## src/rtl/core/dhkt_pkg.sv

```systemverilog
// shared types, constants and state codes for the double hash key table
// no dependencies

package dhkt_pkg;

   localparam int TABLE_DEPTH_DEF   = 1024;
   localparam int MAX_KEY_CHARS_DEF = 8;
   localparam int SIZE_W            = 11;
   localparam int DIVIDEND_W        = 32;

   localparam logic [31:0] DJB2_SEED = 32'd5381;

   localparam logic       OP_INSERT = 1'b0;
   localparam logic       OP_LOOKUP = 1'b1;

   localparam logic [2:0] STATUS_INSERTED  = 3'd0;
   localparam logic [2:0] STATUS_UPDATED   = 3'd1;
   localparam logic [2:0] STATUS_FULL      = 3'd2;
   localparam logic [2:0] STATUS_FOUND     = 3'd3;
   localparam logic [2:0] STATUS_NOT_FOUND = 3'd4;

   typedef struct packed {
      logic        operation;
      logic [63:0] key_word;
      logic [3:0]  key_length;
      logic [63:0] payload;
   } req_type;

   typedef struct packed {
      logic [2:0]  status;
      logic [63:0] record;
      logic [9:0]  slot;
      logic [10:0] entry_count;
   } rsp_type;

   typedef struct packed {
      logic        valid;
      logic [3:0]  key_length;
      logic [63:0] key_word;
      logic [63:0] record;
   } entry_type;

   typedef enum logic [2:0] {
      S_CLEAR,
      S_IDLE,
      S_HASH,
      S_HOME,
      S_STEP,
      S_READ,
      S_CHECK,
      S_EMIT
   } state_type;

   function automatic logic [31:0] magnitude32(input logic [31:0] h);
      return h[31] ? (32'd0 - h) : h;
   endfunction

endpackage

```

## src/rtl/core/dhkt_rem.sv

```systemverilog
// bit-serial remainder unit, one dividend bit per cycle
// depends on dhkt_pkg

module dhkt_rem import dhkt_pkg::*; #(
   parameter int DW = 11
) (
   input  logic                  clock,
   input  logic                  reset,
   input  logic                  start,
   input  logic [DIVIDEND_W-1:0] dividend,
   input  logic [DW-1:0]         divisor,
   output logic                  done,
   output logic [DW-1:0]         remainder
);

   logic                  busy_ff, busy_in;
   logic                  done_ff, done_in;
   logic [4:0]            cnt_ff, cnt_in;
   logic [DIVIDEND_W-1:0] q_ff, q_in;
   logic [DW-1:0]         r_ff, r_in;
   logic [DW-1:0]         d_ff, d_in;
   logic [DW:0]           trial;

   always_comb begin
      busy_in = busy_ff;
      done_in = 1'b0;
      cnt_in  = cnt_ff;
      q_in    = q_ff;
      r_in    = r_ff;
      d_in    = d_ff;
      trial   = {r_ff, q_ff[DIVIDEND_W-1]};
      if (start) begin
         busy_in = 1'b1;
         cnt_in  = '0;
         q_in    = dividend;
         r_in    = '0;
         d_in    = divisor;
      end else if (busy_ff) begin
         if (trial >= {1'b0, d_ff}) begin
            r_in = DW'(trial - {1'b0, d_ff});
         end else begin
            r_in = DW'(trial);
         end
         q_in   = {q_ff[DIVIDEND_W-2:0], 1'b0};
         cnt_in = cnt_ff + 5'd1;
         if (cnt_ff == 5'd31) begin
            busy_in = 1'b0;
            done_in = 1'b1;
         end
      end
   end

   always_ff @(posedge clock) begin
      if (reset) begin
         busy_ff <= 1'b0;
         done_ff <= 1'b0;
      end else begin
         busy_ff <= busy_in;
         done_ff <= done_in;
      end
      cnt_ff <= cnt_in;
      q_ff   <= q_in;
      r_ff   <= r_in;
      d_ff   <= d_in;
   end

   assign done      = done_ff;
   assign remainder = r_ff;

endmodule

```

## config.mk

```make
export PLATFORM = sky130hd
export DESIGN_NAME = dhkt_rem
export DESIGN_NICKNAME = d
export VERILOG_FILES = /design/src/rtl/core/dhkt_pkg.sv /design/src/rtl/core/dhkt_rem.sv
export SDC_FILE = /design/constraint.sdc
export NUM_CORES = 1
export LEC_CHECK = 0
export BUFFER_PORTS_ARGS = -buffer_cell sky130_fd_sc_hd__buf_2
export CORE_ASPECT_RATIO = 1.2
export CORE_MARGIN = 2
export CORE_UTILIZATION = 50
export CTS_CLUSTER_DIAMETER = 120
export DETAILED_ROUTE_END_ITERATION = 8
export PLACE_DENSITY_LB_ADDON = 0.2
export SYNTH_ARGS = -nofsm -noshare
export SYNTH_HDL_FRONTEND = slang
export SYNTH_SLANG_ARGS = --single-unit
```

## constraint.sdc

```tcl
create_clock -name clock -period 2.03 [get_ports clock]
set_input_delay 0.3045 -clock clock [delete_from_list [all_inputs] [get_ports clock]]
set_output_delay 0.3045 -clock clock [all_outputs]
set_load 0.01 [all_outputs]
```

==> results, run 1 <==
- The run finished, with violations left.
- The checks that failed: setup timing.
- The clock latency on the worst-skew pair is 330 ps.
- For the pin with the worst max-slew slack, the measured transition is 527 ps.
- The highest achievable clock rate is 453 MHz.
- The static leakage is approximately 1.7 nW.
- The post-detailed-placement cell area is 3630 sq um.
- Across all layers, the routed design uses 2382 vias.
- The tool flagged a number of max-cap violations equal to 0.
- The post-route cell area is about 4000 sq um.
- Power spread over the standard cell area amounts to between 800 and 900 nW/um^2.
- The fill cell total of the finished layout is 495.
- Synthesis instantiated 53 different standard cells from the library.
- The worst path arrival time is 2440 ps.
- The share of synthesized area in the top cell type comes to 0.420.
- The worst hold path belongs to the class in2reg.
- Counting flops and latches in the post-synthesis netlist gives 61.
- The global-route wire length before repair is 10600 um.
- Counting cells, the worst reg-to-reg path comes to 8.
- Setup violations remaining at the end of the flow were counted as 11.
- For this run the aggregate overflow at the end of global routing stands at 0.
- For this design, the sink count on the clock tree is 61.
- The number of vias per cell after detailed routing is 5.53.
- The total count of hold-check failures in the final report is 0.
- In this run the clock root is driven by a sky130_fd_sc_hd__clkbuf_8.
- The number of global-route vias before repair is approximately 2.4k.
- The antenna violation net count after detailed routing is 0.
- The element type at the critical path end is a flop.
- The final critical-path share of the clock period is 1.09.
- At the end of routability-driven placement, the weighted congestion stood at ~0.86.
- Of the cells placed in the final design, the portion with a size suffix greater than 1 is 0.453.
- Across the VDD grid, the largest voltage drop is 0.485 mV.
- The synthesized design contains 43 enable-type register cells.
- Row generation in the floorplan step produced 31 rows.
- Sorting the synthesized cells by area gives the leading types as sky130_fd_sc_hd__edfxtp_1, sky130_fd_sc_hd__dfxtp_1, sky130_fd_sc_hd__mux2_2.
- The routed wire length per instance is ~15 um.
- The total area inside the core boundary comes to 5970 sq um.
- The overall fraction of global-route tracks in use is 0.209.
- The H-tree was split into 3 levels.
- The number of cells traversed by the worst hold path is 2.
- The net count of the mapped netlist is 318.
- The HPWL after detailed placement is about 4700 um.
- Among all flip-flop cells after synthesis, the most frequent one is sky130_fd_sc_hd__edfxtp_1.
- The longest clock path from root to sink contains 2 buffers.
- The initial DRC count is 181.
- The cell area after synthesis is 3080 sq um.
- The number of iterations in the first detailed-routing pass is 4.
- The total wire length is 6560 um.
- The number of nets in the finished design is 404.
- The area growth from synthesis to layout is 29.6%.
- 58 I/O pins were placed.
- Of all nets on the critical path, the largest fanout is 8.
- The CTS tree is done.
- In this run, CTS created clock tree buffers numbering 9.
- The area taken by flip-flops and latches is about 1700 sq um.
- During placement, the flow inserted port buffers numbering 57.
- The critical path is of the reg2reg type.
- The die extent in y is 89.9 um.
- After synthesis, the share of flip-flops with an asynchronous set or reset is 0.
- Synthesis handed over a netlist of 258 instances.
- After layout, the minimum clock period comes to 2210 ps.
- The sequential area share after synthesis is 0.537.
- The largest total area in the synthesized netlist belongs to sky130_fd_sc_hd__edfxtp_1.
- For the final database, setup skew stands at approximately 6.2 ps.
- The average instance in the mapped netlist occupies 11.9 sq um.
- Measured along the x axis, the die boundary spans 75.6 um.
- For this design, the CTS-stage hold fixing added 0 buffers.
- Hold timing on the final database bottoms out at a slack of 137 ps.
- Measured on the finished design, the core utilization comes to 0.667.
- The number of antenna diodes in the final layout is 0.
- The number of warnings issued by yosys is 0.
- Entering global routing, the biggest net connects 20 pins.
- The final routed DRC violation total is 0.
- Once routing completed, OpenROAD measured the worst setup slack at -177 ps.
- The count of final max-slew check failures is 0.
- The multi-input combinational cells in the finished layout cover a total of 1420 sq um.
- For the worst setup path, the data required time is 2270 ps.
- For this configuration, the core starts out at a cell density of 0.515.
- The kind of launch point of the worst setup path is a flop.
- The die covers 6800 sq um.
- The number of antenna violations at the first check in global routing was 0.
- Setup repair after global routing could not meet its margin everywhere.
- The clock edge transition at the registers on the reported setup and hold paths is 70 ps.
- The worst slew slack as a fraction of its limit is 0.640.
- The setup slack at placement is -206 ps.
==> power by group <==
part / switching (mW) / internal [mW] / leakage (nW)
logic: 0.384 / 0.357 / 0.978
clock network: 0.464 / 0.684 / 0.107
registers: 0.0504 / 1.46 / 0.578
==> worst max-delay path, stage by stage, from the launching register on <==
cell and delay [ps]:
sky130_fd_sc_hd__edfxtp_1 370, sky130_fd_sc_hd__ha_2 210, sky130_fd_sc_hd__fa_2 330, sky130_fd_sc_hd__nand2b_4 160, sky130_fd_sc_hd__a21oi_2 130, sky130_fd_sc_hd__o211a_1 180
sky130_fd_sc_hd__o2111a_2 330, sky130_fd_sc_hd__o21ai_2 80, sky130_fd_sc_hd__a311oi_2 310
==> registers in the layout, indices dropped and copies added (netlist names) <==
name	cells
q_ff	32
d_ff	11
remainder	11
cnt_ff	5
busy_ff	1
done	1
==> metrics by stage <==
stage | TNS, ps | total power [mW] | cells
6_report | -1470 | 3.40 | 431
5_1_grt | -2780 | 3.56 | 431
4_1_cts | -1560 | 3.40 | 429
3_3_place_gp | -1190 | 2.19 | 410
2_1_floorplan | -8.94 | 1.96 | 258
3_5_place_dp | -1610 | 2.21 | 410
==> cell usage in the layout, fill, tap and decap left out, types with 4 or more instances in the layout <==
master	instances
sky130_fd_sc_hd__a21oi_1	9
sky130_fd_sc_hd__mux2_2	31
sky130_fd_sc_hd__nor2b_1	4
sky130_fd_sc_hd__buf_4	28
sky130_fd_sc_hd__edfxtp_1	43
sky130_fd_sc_hd__xnor2_1	4
sky130_fd_sc_hd__buf_2	57
sky130_fd_sc_hd__dfxtp_1	18
sky130_fd_sc_hd__o21ai_1	5
sky130_fd_sc_hd__a311oi_2	4
sky130_fd_sc_hd__o21ai_0	7
sky130_fd_sc_hd__nand3_1	5
sky130_fd_sc_hd__clkbuf_8	9
sky130_fd_sc_hd__nor2_1	20
sky130_fd_sc_hd__inv_1	16
sky130_fd_sc_hd__ha_1	12
sky130_fd_sc_hd__nand2_1	7
sky130_fd_sc_hd__o21a_1	4
==> cell type report <==
class                      instances  share of cell area
tap                               82              0.0257
clock inverter                     7              0.0226
timing repair buffer              88               0.135
inverter                          16              0.0151
clock buffer                       9              0.0311
multi-input combinational        168               0.356
sequential                        61               0.414
==> per-layer routing <==
layer,vias up,track usage,part of all wire
li1,1141,-,-
met1,1115,0.253,0.40
met2,95,0.323,0.49
met3,31,0.0504,0.062
met4,0,0.132,0.049
met5,-,0,0
==> cell families (layout without fill, tap and decap cells) <==
family / Yosys count / count (layout) / share of synthesized area
multiplexers: 34 / 34 / 0.123
buffers and inverters: 29 / 120 / 0.0378
AO/OA/AOI/OAI: 56 / 56 / 0.128
XOR/XNOR: 7 / 7 / 0.0199
flip-flops: 61 / 61 / 0.537
AND/OR/NAND/NOR: 57 / 57 / 0.0944
adder cells (fa/ha/maj): 14 / 14 / 0.0594
==> Yosys cell counts, types with 2 or more instances <==
library cell	count
sky130_fd_sc_hd__o2111ai_1	2
sky130_fd_sc_hd__xnor2_1	4
sky130_fd_sc_hd__nand3_1	7
sky130_fd_sc_hd__nor2_1	21
sky130_fd_sc_hd__a21oi_1	12
sky130_fd_sc_hd__a211oi_1	2
sky130_fd_sc_hd__mux2_2	31
sky130_fd_sc_hd__edfxtp_1	43
sky130_fd_sc_hd__dfxtp_1	18
sky130_fd_sc_hd__nor3b_1	2
sky130_fd_sc_hd__nand4_1	2
sky130_fd_sc_hd__o21ai_0	12
sky130_fd_sc_hd__inv_1	16
sky130_fd_sc_hd__a311oi_1	7
sky130_fd_sc_hd__ha_1	13
sky130_fd_sc_hd__nand2_1	7
sky130_fd_sc_hd__o21a_1	4
sky130_fd_sc_hd__and3_1	2
sky130_fd_sc_hd__nor2b_1	4
sky130_fd_sc_hd__a21o_1	2
sky130_fd_sc_hd__nor4_1	2
sky130_fd_sc_hd__buf_1	3
sky130_fd_sc_hd__nand2b_1	2
sky130_fd_sc_hd__clkbuf_1	6
sky130_fd_sc_hd__xor2_1	3
sky130_fd_sc_hd__mux2i_1	3
sky130_fd_sc_hd__buf_2	2
==> path summary, 6_finish.rpt <==
kind | slack [ps] | to | from
worst min register to register | 510 | cnt_ff[4] | cnt_ff[4]
worst max register to register | -180 | remainder[3] | d_ff[0]
worst max-delay path | -180 | remainder[3] | d_ff[0]
worst min-delay path | 140 | busy_ff | reset
==> timing repair <==
| action | 4_1_cts | 5_1_grt |
|---|---|---|
| pin swaps | 16 | 7 |
| gates resized for setup | 13 | 9 |
| setup endpoints to repair | 11 | 11 |
| buffers inserted | 3 | 2 |
| endpoints found under the hold margin | 0 | 0 |
(Power assumes the default switching activity.)
==> inputs of run 2 (changes only) <==
--- a/config.mk
+++ b/config.mk
@@ -15,3 +15,4 @@
 export SYNTH_ARGS = -nofsm -noshare
 export SYNTH_HDL_FRONTEND = slang
 export SYNTH_SLANG_ARGS = --single-unit
+export TNS_END_PERCENT = 30
==> run 2 against run 1 <==
The flow still finishes with violations (setup timing); die area unchanged; first-iteration DRC count is 2.8% lower; via count shrank 1.5%; hold slack worse by 2.1 ps; sequential share of layout area up 0.18 points; non-clock buffer count did not move; flip-flop and latch count stayed put; utilization shrank 0.29 points; combinational power down 0.8%; sequential power is essentially flat; worst setup slack worse by 7.2 ps.
==> results, run 2 (same netlist as run 1, synthesis figures left out) <==
- The flow ran to the end, but the final reports show violations.
- The final reports fail on setup timing.
- The slowest stage of the critical path is the sky130_fd_sc_hd__edfxtp_1 cell.
- The final critical-path share of the clock period came to 1.09 (+0.00353).
- The setup slack on the worst flop-to-flop path is -180 ps (about the same).
- The total I/O pin count came to 58 (unchanged).
- The worst path arrival time is 2450 ps (about the same).
- The number of inserted diodes came to 0 (unchanged).
- The power per standard cell area came to 856 nW/um^2 (+0.28%).
- The initial DRC count was 176 (-2.8%).
- The critical path starts at d_ff[0].
- The combined area of the multi-input logic cells came to 1400 sq um (-1.2%).
- The wire length on met1 was 2690 um (+2.8%).
- The class of the tightest hold or removal check is in2reg.
- The number of antenna violations at the first check in global routing is 0 (unchanged).
- The final routed DRC violation total is 0 (unchanged).
- The sum of overflow across all layers after global routing is 0 (unchanged).
- The number of nets in the finished design is 404 (unchanged).
- The count of port buffers added during placement is 57 (unchanged).
- The area of the die is 6800 sq um (unchanged).
- The total vias in the final route is 2347 (-1.5%).
- The total count of hold-check failures in the final report is 0 (unchanged).
- The kind of launch point of the worst setup path is a flop.
- The number of instances in the placed design was 410 (unchanged).
- The HPWL after detailed placement is 4670 um (unchanged).
- The maximum vdd ir drop is 0.485 mV (-0.12%).
- The met3 routed wirelength was 354 um (-13%).
- TritonCTS built the clock tree.
- The total setup violations reported at the end of the flow is 11 (unchanged).
- The final weighted congestion in routability-driven placement is 0.863 (unchanged).
- The startpoint identified for the worst hold timing path is reset.
- The reported max-cap violation count is 0 (unchanged).
- The routed wire length per instance is 15.2 um (about the same).
- In the layout the commonest cells are sky130_fd_sc_hd__buf_2, sky130_fd_sc_hd__edfxtp_1, sky130_fd_sc_hd__mux2_2.
- The library cell used most frequently in the layout, excluding fill and tap cells, is sky130_fd_sc_hd__buf_2.
- The worst min-delay path endpoint is busy_ff.
- The routed length on met2 is 3270 um (+1.5%).
- The clock edge transition at the registers on the reported setup and hold paths is 70 ps (about the same).
- The maximum number of pins on one net before global-route repair was 20 (unchanged).
- In this run the top signal layer used is met4.
- The number of vias per cell after detailed routing came to 5.45 (-1.5%).
- The minimum clock period after layout is 2210 ps (+7.16 ps).
- The count of hold buffers inserted by post-cts repair was 0 (unchanged).
- The startpoint identified for the worst register-to-register timing path is d_ff[0].
- The number of sinks on the clock net was 61 (unchanged).
- The worst clock skew came to 5.47 ps (-0.721 ps).
- The global-route wire length before repair was 10600 um (+0.59%).
- The static leakage is 1.66 nW (-0.11%).
- Among cell families on the critical path, the largest total delay comes from compound AO/OA/AOI/OAI gates.
- The area of the core is 5970 sq um (unchanged).
- Traced cell by cell, the critical path runs through ha_2 -> fa_2 -> nand2b_4 -> a21oi_2 -> o211a_1 -> o2111a_2 -> o21ai_2 -> a311oi_2.
- The flip-flop count of the largest register after layout was 32 (unchanged).
- The delay of the slowest critical-path stage is 370 ps (about the same).
- The slew of the pin with the lowest slew margin is 513 ps (-14.0 ps).
- The number of H-tree levels was 3 (unchanged).
- The clock latency on the worst-skew pair is 340 ps (about the same).
- The overall fraction of global-route tracks in use came to 0.209 (+0.000679).
- The number of global-route vias before repair is 2364 (+0.21%).
- The number of iterations in the first detailed-routing pass was 4 (unchanged).
- The antenna violation net count after detailed routing came to 0 (unchanged).
- The count of final max-slew check failures was 0 (unchanged).
- The largest register by flop count is q_ff.
- The die extent in y came to 89.9 um (unchanged).
- The worst slew slack as a fraction of its limit is 0.649 (+0.00959).
- The total wire length is 6570 um (about the same).
- The depth of the worst register-to-register path was 8 (unchanged).
- The effective utilization at floorplan is 0.515 (unchanged).
- The count of non-filler cells in the finished layout is 431 (unchanged).
- The number of buffers created by CTS is 9 (unchanged).
- The clock root buffer is sky130_fd_sc_hd__clkbuf_8.
- The capture point of the worst reg-to-reg path is remainder[3].
- The buffer and inverter count on the worst path is 0 (unchanged).
- The worst-case hold slack is 135 ps (-2.06 ps).
- The highest achievable clock rate is 452 MHz (-0.32%).
- The number of cells traversed by the worst hold path is 2 (unchanged).
- The top fanout value on the critical path is 8 (unchanged).
- The layout overhead on the synthesized area is 29.0%.
- STA classifies the critical path endpoint as a flop.
- The area taken by flip-flops and latches was 1650 sq um (unchanged).
- The critical path in this run is classified as reg2reg.
- Setup repair after global routing could not meet its margin everywhere.
- The final worst-path setup slack is -184 ps (-7.16 ps).
- The fraction of layout cells with a size suffix above 1 is 0.450 (-0.00287).
- The required time reported for the critical path endpoint is 2270 ps (about the same).
- The fill cell total of the finished layout is 499 (+0.81%).
- The floorplan row count is 31 (unchanged).
- The horizontal extent of the die came to 75.6 um (unchanged).
- The number of buffers on the longest clock path is 2 (unchanged).
[run 2: area by class of cell]
| class | count | area share |
|---|---|---|
| well taps | 82 | 0.0259 |
| repair buffers | 88 | 0.136 |
| multi-input cells | 168 | 0.353 |
| inverters | 16 | 0.0151 |
| flip-flops and latches | 61 | 0.416 |
| clock inverters | 7 | 0.0227 |
| clock buffers | 9 | 0.0312 |
[run 2: stage by stage]
stage               setup slack, ps   util  area (sq um)  power [mW]  setup TNS (ps)
detailed placement             -206  0.609          3630        2.21           -1610
global placement               -156  0.609          3630        2.19           -1190
floorplan                     -6.21      -          3100        1.96           -8.94
CTS                            -164  0.655          3910        3.40           -1510
global route                   -289  0.664          3970        3.55           -2840
finish                         -184  0.664          3970        3.40           -1610
[run 2: worst max-delay path by stage]
| stage | endpoint | slack [ps] | depth (start not counted) |
|---|---|---|---|
| 3_5_place_dp | remainder[9] | -210 | 8 |
| 6_report | remainder[3] | -180 | 8 |
| 5_1_grt | remainder[8] | -290 | 11 |
| 4_1_cts | remainder[0] | -160 | 10 |
| 2_1_floorplan | remainder[10] | -6 | 8 |
| 3_3_place_gp | remainder[9] | -160 | 8 |
[run 2: worst reg2reg max path: cells and delay by family (launching register included)]
kind | cells | cell delay (ps)
adder cells (fa/ha/maj) | 2 | 540
flip-flops | 1 | 370
AND/OR/NAND/NOR | 1 | 160
AO/OA/AOI/OAI | 5 | 1040
[run 2: repair_timing]
item / in CTS / in global routing
gates resized for setup: 12 / 9
pin swaps: 16 / 9
buffers inserted: 3 / 2
endpoints found under the setup margin: 11 / 11
[run 2: per-layer routing]
layer / global-route usage / up-vias
met2: 0.326 / 86
li1: - / 1143
met1: 0.257 / 1096
met5: 0 / -
met4: 0.127 / 0
met3: 0.0471 / 22
[run 2: report_power, final]
part	internal (mW)	total [mW]	switching [mW]
clock	0.683	1.15	0.463
combinational	0.355	0.734	0.379
sequential	1.46	1.52	0.0515
==> inputs of run 3 (changes only) <==
--- a/config.mk
+++ b/config.mk
@@ -12,6 +12,7 @@
 export CTS_CLUSTER_DIAMETER = 120
 export DETAILED_ROUTE_END_ITERATION = 8
 export PLACE_DENSITY_LB_ADDON = 0.2
+export SKIP_LAST_GASP = 1
 export SYNTH_ARGS = -nofsm -noshare
 export SYNTH_HDL_FRONTEND = slang
 export SYNTH_SLANG_ARGS = --single-unit
==> constraint.sdc (replaced) <==
create_clock -name clock -period 2.03 [get_ports clock]
set_input_delay 0.1015 -clock clock [delete_from_list [all_inputs] [get_ports clock]]
set_output_delay 0.1015 -clock clock [all_outputs]
set_load 0.01 [all_outputs]
==> run 3 against run 2 <==
Hold slack lost 72 ps; routed wire length shrank 2.5%; sequential power is essentially flat; the run still ends with setup timing left; largest power group unchanged; register-to-register slack gained 30 ps; via count grew 1.1%.
==> results, run 3 (same netlist as run 1, synthesis figures left out) <==
- The count of final max-slew check failures is 0 (unchanged).
- The capture point of the worst reg-to-reg path is remainder[3].
- Leaving out fill and tap cells, the most frequent cell in the layout is sky130_fd_sc_hd__buf_2.
- The HPWL after detailed placement came to 4590 um (-1.6%).
- The reported max-cap violation count is 0 (unchanged).
- The total vias in the final route was 2372 (+1.1%).
- The count of non-filler cells in the finished layout is 444 (+3.0%).
- The setup slack at placement is -224 ps (-18.5 ps).
- The critical path goes through inv_1 -> ha_2 -> fa_2 -> nand2b_4 -> a21oi_4 -> o211a_1 -> o2111ai_2 -> buf_4 -> buf_6 -> nand3_2 -> a311oi_1.
- The number of buffers created by CTS is 9 (unchanged).
- The routed wire length per instance is 14.4 um (-5.3%).
- The clock network fraction of total power is 0.292 (-0.046).
- The sum of overflow across all layers after global routing is 0 (unchanged).
- The clock edge transition at the registers on the reported setup and hold paths came to 70 ps (about the same).
- The total wire length is 6410 um (-2.5%).
- The overall power consumption is 3.18 mW (-6.3%).
- The final worst-path setup slack is -156 ps (+28.6 ps).
- The initial DRC count is 157 (-11%).
- The worst setup path is launched from a flop.
- The area taken by flip-flops and latches is 1650 sq um (unchanged).
- The die extent in y came to 89.9 um (unchanged).
- The minimum clock period after layout was 2190 ps (-28.6 ps).
- The startpoint identified for the worst hold timing path is dividend[27].
- The area of the die is 6800 sq um (unchanged).
- The top fanout value on the critical path is 4 (-4).
- The static leakage was 1.70 nW (+2.2%).
- The number of sinks on the clock net came to 61 (unchanged).
- The buffer and inverter count on the worst path is 3 (+3).
- The end-of-flow core utilization is 0.675 (+0.0111).
- The number of instances in the placed design is 411 (+0.24%).
- The global-route wire length before repair was 10700 um (+0.52%).
- The number of iterations in the first detailed-routing pass came to 4 (unchanged).
- TritonCTS built the clock tree.
- The total I/O pin count was 58 (unchanged).
- The number of nets in the finished design came to 417 (+3.2%).
- The share of total power consumed by net switching is 0.276 (+0.0133).
- The class of the tightest hold or removal check is in2reg.
- The flip-flop count of the largest register after layout is 32 (unchanged).
- The internal power contribution came to 2.30 mW (-8.0%).
- The number of buffers on the longest clock path is 2 (unchanged).
- The floorplan row count is 31 (unchanged).
- The area of the core is 5970 sq um (unchanged).
- The worst path arrival time is 2420 ps (-30 ps).
- The required time reported for the critical path endpoint is 2260 ps (about the same).
- The layout overhead on the synthesized area is 31.2%.
- The fraction of layout cells with a size suffix above 1 is 0.425 (-0.0244).
- The total count of hold-check failures in the final report was 0 (unchanged).
- The number of global-route vias before repair was 2414 (+2.1%).
- The highest achievable clock rate came to 458 MHz (+1.3%).
- The number of antenna violations at the first check in global routing is 0 (unchanged).
- The final reports fail on setup timing.
- The final routed DRC violation total came to 0 (unchanged).
- The worst register-to-register path begins at q_ff[31].
- The total setup violations reported at the end of the flow came to 11 (unchanged).
- The horizontal extent of the die is 75.6 um (unchanged).
- The number of cells traversed by the worst hold path is 2 (unchanged).
- The number of inserted diodes is 0 (unchanged).
- The portion of total power attributed to combinational logic is 0.234 (+0.018).
- Leaving out fill and tap cells, the most frequent cells in the layout are sky130_fd_sc_hd__buf_2, sky130_fd_sc_hd__edfxtp_1, sky130_fd_sc_hd__mux2_2.
- The final critical-path share of the clock period is 1.08 (-0.0141).
- The number of vias per cell after detailed routing is 5.34 (-1.9%).
- The critical-path cell with the highest stage delay is sky130_fd_sc_hd__edfxtp_1.
- The combined area of the multi-input logic cells came to 1390 sq um (-0.89%).
- The worst slew slack as a fraction of its limit was 0.675 (+0.0254).
- The maximum number of pins on one net before global-route repair came to 22 (+10%).
- The maximum vdd ir drop is 0.664 mV (+37%).
- The worst clock skew is 10.4 ps (+4.88 ps).
- The worst setup path is captured at a flop.
- The slew of the pin with the lowest slew margin is 476 ps (-37.2 ps).
- The power per standard cell area is 789 nW/um^2 (-7.8%).
- The worst min-delay path endpoint is q_ff[27].
- The antenna violation net count after detailed routing is 0 (unchanged).
- The final weighted congestion in routability-driven placement was 0.890 (+3.1%).
- Broken down by cell family, the worst path's largest delay share belongs to compound AO/OA/AOI/OAI gates.
- The clock latency on the worst-skew pair is 340 ps (about the same).
- The net switching power came to 0.880 mW (-1.5%).
- The effective utilization at floorplan is 0.515 (unchanged).
- Setup repair after global routing could not meet its margin everywhere.
- The fill cell total of the finished layout came to 479 (-4.0%).
- The largest register by flop count is q_ff.
- The depth of the worst register-to-register path is 11 (+3).
- The critical path class is reg2reg.
- The setup slack on the worst flop-to-flop path is -160 ps (+30 ps).
- The number of H-tree levels is 3 (unchanged).
- The flow ran to the end, but the final reports show violations.
- The overall fraction of global-route tracks in use is 0.206 (-0.00325).
- The count of port buffers added during placement is 57 (unchanged).
- In this run the clock root is driven by a sky130_fd_sc_hd__clkbuf_8.
- The delay of the slowest critical-path stage is 380 ps (about the same).
- The sequential fraction of design power is 0.475 (+0.029).
## run 3: worst max-delay path by stage
stage | cells after the start | endpoint | startpoint
2_1_floorplan | 8 | remainder[10] | d_ff[0]
3_3_place_gp | 8 | remainder[9] | d_ff[1]
3_5_place_dp | 11 | remainder[2] | q_ff[31]
4_1_cts | 10 | remainder[0] | q_ff[31]
5_1_grt | 11 | remainder[3] | q_ff[31]
6_report | 11 | remainder[3] | q_ff[31]
## run 3: layout make-up
type / instances / share of cell area
Clock buffer: 11 / 0.0350
Clock inverter: 5 / 0.00682
Inverter: 16 / 0.0149
Multi-Input combinational cell: 168 / 0.344
Sequential cell: 61 / 0.409
Tap cell: 82 / 0.0254
Timing Repair Buffer: 101 / 0.164
## run 3: metal layers
layer / global-route usage / vias up / routed length (um)
li1: - / 1164 / -
met1: 0.261 / 1139 / 2770
met2: 0.330 / 60 / 3220
met3: 0.0639 / 9 / 329
met4: 0.0687 / 0 / 87
met5: 0 / - / 0
## run 3: per-stage QoR
stage	cell area [sq um]	TNS, ps	hold slack, ps
4_1_cts	4010	-1550	45.0
2_1_floorplan	3100	-8.94	174
5_1_grt	4030	-2740	48.7
3_5_place_dp	3640	-1620	280
6_report	4030	-1410	62.9
3_3_place_gp	3640	-1160	278
## run 3: power groups by stage
stage / clock network (mW) / registers [mW] / logic [mW]
6_report: 0.928 / 1.51 / 0.743
5_1_grt: 0.999 / 1.52 / 0.822
4_1_cts: 0.960 / 1.51 / 0.726
3_5_place_dp: 0 / 1.54 / 0.671
3_3_place_gp: 0 / 1.54 / 0.659
2_1_floorplan: 0 / 1.54 / 0.421
## run 3: what timing repair did
item / in CTS / in global routing
setup endpoints to repair: 11 / 11
buffers inserted: 5 / 0
hold endpoints to repair: 13 / 0
hold buffers: 12 / 0
resized for setup: 9 / 7
pin swaps: 12 / 7
## run 3: worst reg2reg max path, stage by stage (launching register included)
cell and delay (ps):
sky130_fd_sc_hd__edfxtp_1 380, sky130_fd_sc_hd__inv_1 70, sky130_fd_sc_hd__ha_2 190, sky130_fd_sc_hd__fa_2 200, sky130_fd_sc_hd__nand2b_4 140, sky130_fd_sc_hd__a21oi_4 60
sky130_fd_sc_hd__o211a_1 230, sky130_fd_sc_hd__o2111ai_2 190, sky130_fd_sc_hd__buf_4 170, sky130_fd_sc_hd__buf_6 110, sky130_fd_sc_hd__nand3_2 70, sky130_fd_sc_hd__a311oi_1 280
